`src/hw/rtl/mwf_pkg.sv`:
```
`timescale 1ns / 1ps
// shared types, register codes and helpers of the rgb window maximum filter
// no dependencies
package mwf_pkg;

  typedef struct packed {
    logic [7:0] red;
    logic [7:0] green;
    logic [7:0] blue;
  } rgb_t;

  // one window column: channel maxima over the rows and the pixel of the middle row
  typedef struct packed {
    rgb_t colmax;
    rgb_t mid;
  } col_t;

  typedef enum logic [1:0] {
    REG_WIDTH  = 2'd0,
    REG_HEIGHT = 2'd1,
    REG_RADIUS = 2'd2
  } reg_idx_t;

  localparam logic CMD_PIXEL = 1'b0;
  localparam logic CMD_FLUSH = 1'b1;

  localparam logic [10:0] WIDTH_RST  = 11'd640;
  localparam logic [10:0] HEIGHT_RST = 11'd480;
  localparam logic [1:0]  RADIUS_RST = 2'd1;

  function automatic rgb_t rgb_max(rgb_t a, rgb_t b);
    rgb_t m;
    m.red   = (a.red   > b.red)   ? a.red   : b.red;
    m.green = (a.green > b.green) ? a.green : b.green;
    m.blue  = (a.blue  > b.blue)  ? a.blue  : b.blue;
    return m;
  endfunction

endpackage

```
`src/hw/rtl/mwf_cell.sv`:
```
`timescale 1ns / 1ps
// window cell: holds one column summary, passes it to its neighbor on shift
// depends on mwf_pkg
module mwf_cell (
  input  logic          clk,
  input  logic          shift,
  input  mwf_pkg::col_t d,
  output mwf_pkg::col_t q
);
  import mwf_pkg::*;

  always_ff @(posedge clk) begin
    if (shift) begin
      q <= d;
    end
  end

endmodule

```
`config.mk`:
```
export PLATFORM = sky130hd
export DESIGN_NAME = mwf_cell
export DESIGN_NICKNAME = d
export VERILOG_FILES = /design/src/hw/rtl/mwf_pkg.sv /design/src/hw/rtl/mwf_cell.sv
export SDC_FILE = /design/constraint.sdc
export NUM_CORES = 1
export LEC_CHECK = 0
export BUFFER_PORTS_ARGS = -buffer_cell sky130_fd_sc_hd__buf_4
export CAP_MARGIN = 25
export CORE_MARGIN = 3
export CORE_UTILIZATION = 35
export DETAILED_ROUTE_END_ITERATION = 6
export PLACE_DENSITY = 0.7
export SYNTH_ARGS = -nofsm -noshare
export SYNTH_HDL_FRONTEND = slang
export SYNTH_SLANG_ARGS = --single-unit
```
`constraint.sdc`:
```
create_clock -name clk -period 0.8 [get_ports clk]
set_input_delay 0.24 -clock clk [delete_from_list [all_inputs] [get_ports clk]]
set_output_delay 0.24 -clock clk [all_outputs]
set_load 0.05 [all_outputs]
```
==> results.toml <==
[finish]
antenna_cells = 0
fill_cells = 259
regMostFlops = "q"
final_cell_mix = "buf_4, buf_6, edfxtp_1"
num-nets-final = 205
fin_util = 0.664
comb.multi_input.count = 0
final_common_cell = "buf_4"
largest_register_ffs = 48
final_cell_area_um2 = 2540
layoutNonFillerInstCount = 204
reg_top3 = "q (48)"
area_growth_pct = 76.3
drive_gt1_frac = 0.679
multi_input_area_um2 = 0

[yosys]
synth_cell_types = 1
yosysWarnings = 0
seq_area_frac_synth = 1.00
syn_inst = 48
synth_seq_cells = 48
avgSynthCellArea_um2 = 30.0
syn_nets = 98
syn_area_um2 = 1440

[clock_tree]
path_clk_slew_ps = 80
clockRootBuffer = "clkbuf_8"
clockBufferDepth = 2
cts_num_sinks = 48
cts_tree = "done"
htreeDepth = 2
cts_buffers = 5

[worst_setup_path]
cp.arrival_ps = 880
path_cells = "buf_6"
slowest_delay_ps = 410
end_kind = "output pin"
cp-start-kind = "flip-flop"
path_max_fanout = 1
slowest_stage = "edfxtp_1"
cp_num_buf_inv = 1
cp_top_family = "flip-flops"
cp.required_ps = 560
critPathKind = "reg -> out"

[status]
status = "finished with violations"
violations = "negative setup slack"

[global_route]
gr-total-overflow = 0
antenna_found_initial = 0
grt_pass1_vias = 1030
grt_max_degree = 22
track_usage = 0.144
grt_pass1_wl_mm = 5.13

[floorplanning]
fp-row-count = 22
dieArea_um2 = 4920
initial_core_util = 0.377
chipWidth_um = 70.2
die_y_um = 70.2
pin_count = 98
fp.coreArea_um2 = 3830

[detailed_routing]
routed_wl_mm = 3.17
avgViaCountPerCell = 4.30
wl_per_cell_um = 15.6
drtAntennaViolNets = 0
firstDrtPassIters = 2
route.detailed.drc = 0
drtIter0Drc = 36
vias = 878

[sta]
fin_crit_sh = 1.40
timing.fmax_ghz = 0.895
setup_ws_ps = -317
setup-violations-final = 48
slew_headroom = 0.924
holdWs_ps = 113
hold_viol_final = 0
rsz0062_at_grt = "true"
period_minus_slack_ps = 1120
worstMarginPinSlew_ps = 114
maxSlewViolCount = 0

[placed_design]
port_buffers = 97
placed_cells = 196
gp_congestion = 0.750
dpl.hpwl_mm = 2.44
placed_cell_area_um2 = 2280

[power_and_ir_drop]
vdd_drop_max_uv = 1260
p_per_area_nw_per_um2 = 2280
leakage_nw = 1.06

[worst_hold_path]
min_path_cells = 1
hold_end = "q[9]$_DFFE_PP_"
hold_class = "in -> reg"
min_from = "d[9]"

[flow_run]
cap_violations = 0
per-layer routing:
metal | global-route usage | part of all wire
met1 | 0.130 | 0.31
met2 | 0.242 | 0.53
met3 | 0.0892 | 0.14
met4 | 0.0851 | 0.026
met5 | 0 | 0
synthesized netlist by cell type:
cell type,n,share of area
edfxtp_1,48,1.0
how the worst max path moves through the flow:
stage	start	end	slack, ps	cells after the start
2_1_floorplan	q[0]$_DFFE_PP_	q[0]	-40	0
3_3_place_gp	shift	q[41]$_DFFE_PP_	-30	2
3_5_place_dp	shift	q[34]$_DFFE_PP_	-40	2
4_1_cts	q[21]$_DFFE_PP_	q[21]	-320	1
5_1_grt	q[35]$_DFFE_PP_	q[35]	-370	1
6_report	q[35]$_DFFE_PP_	q[35]	-320	1
through the flow:
| step | worst slack, ps | power, mW | TNS (ps) |
|---|---|---|---|
| final | -317 | 5.79 | -13790 |
| after floorplan | -40.6 | 3.80 | -1950 |
| after CTS | -323 | 5.85 | -14480 |
| after detailed placement | -39.7 | 4.35 | -1670 |
| after global routing | -369 | 6.03 | -15900 |
| after global placement | -31.9 | 4.34 | -1260 |
cells by family after synthesis:
family	Yosys count	share of synthesized area
DFF	48	1.00
layout make-up:
cell class | instances | area (um2) | area share
Tap cell | 48 | 60.1 | 0.0236
Timing Repair Buffer | 100 | 956 | 0.376
Clock inverter | 2 | 11.3 | 0.00443
Clock buffer | 6 | 72.6 | 0.0286
Sequential cell | 48 | 1440 | 0.567
power breakdown:
group	switching [mW]	internal [mW]	total, mW
Clock	0.735	0.606	1.34
Sequential	0.0881	2.99	3.08
Combinational	0.842	0.525	1.37
repair_timing:
| item | in CTS | in global routing |
|---|---|---|
| setup endpoints to repair | 48 | 48 |
| setup buffers | 0 | 0 |
| gates resized for setup | 48 | 0 |
| hold buffers | 0 | 0 |
| pin swaps | 0 | 0 |
Note: power is estimated with default switching activity, not from simulation.
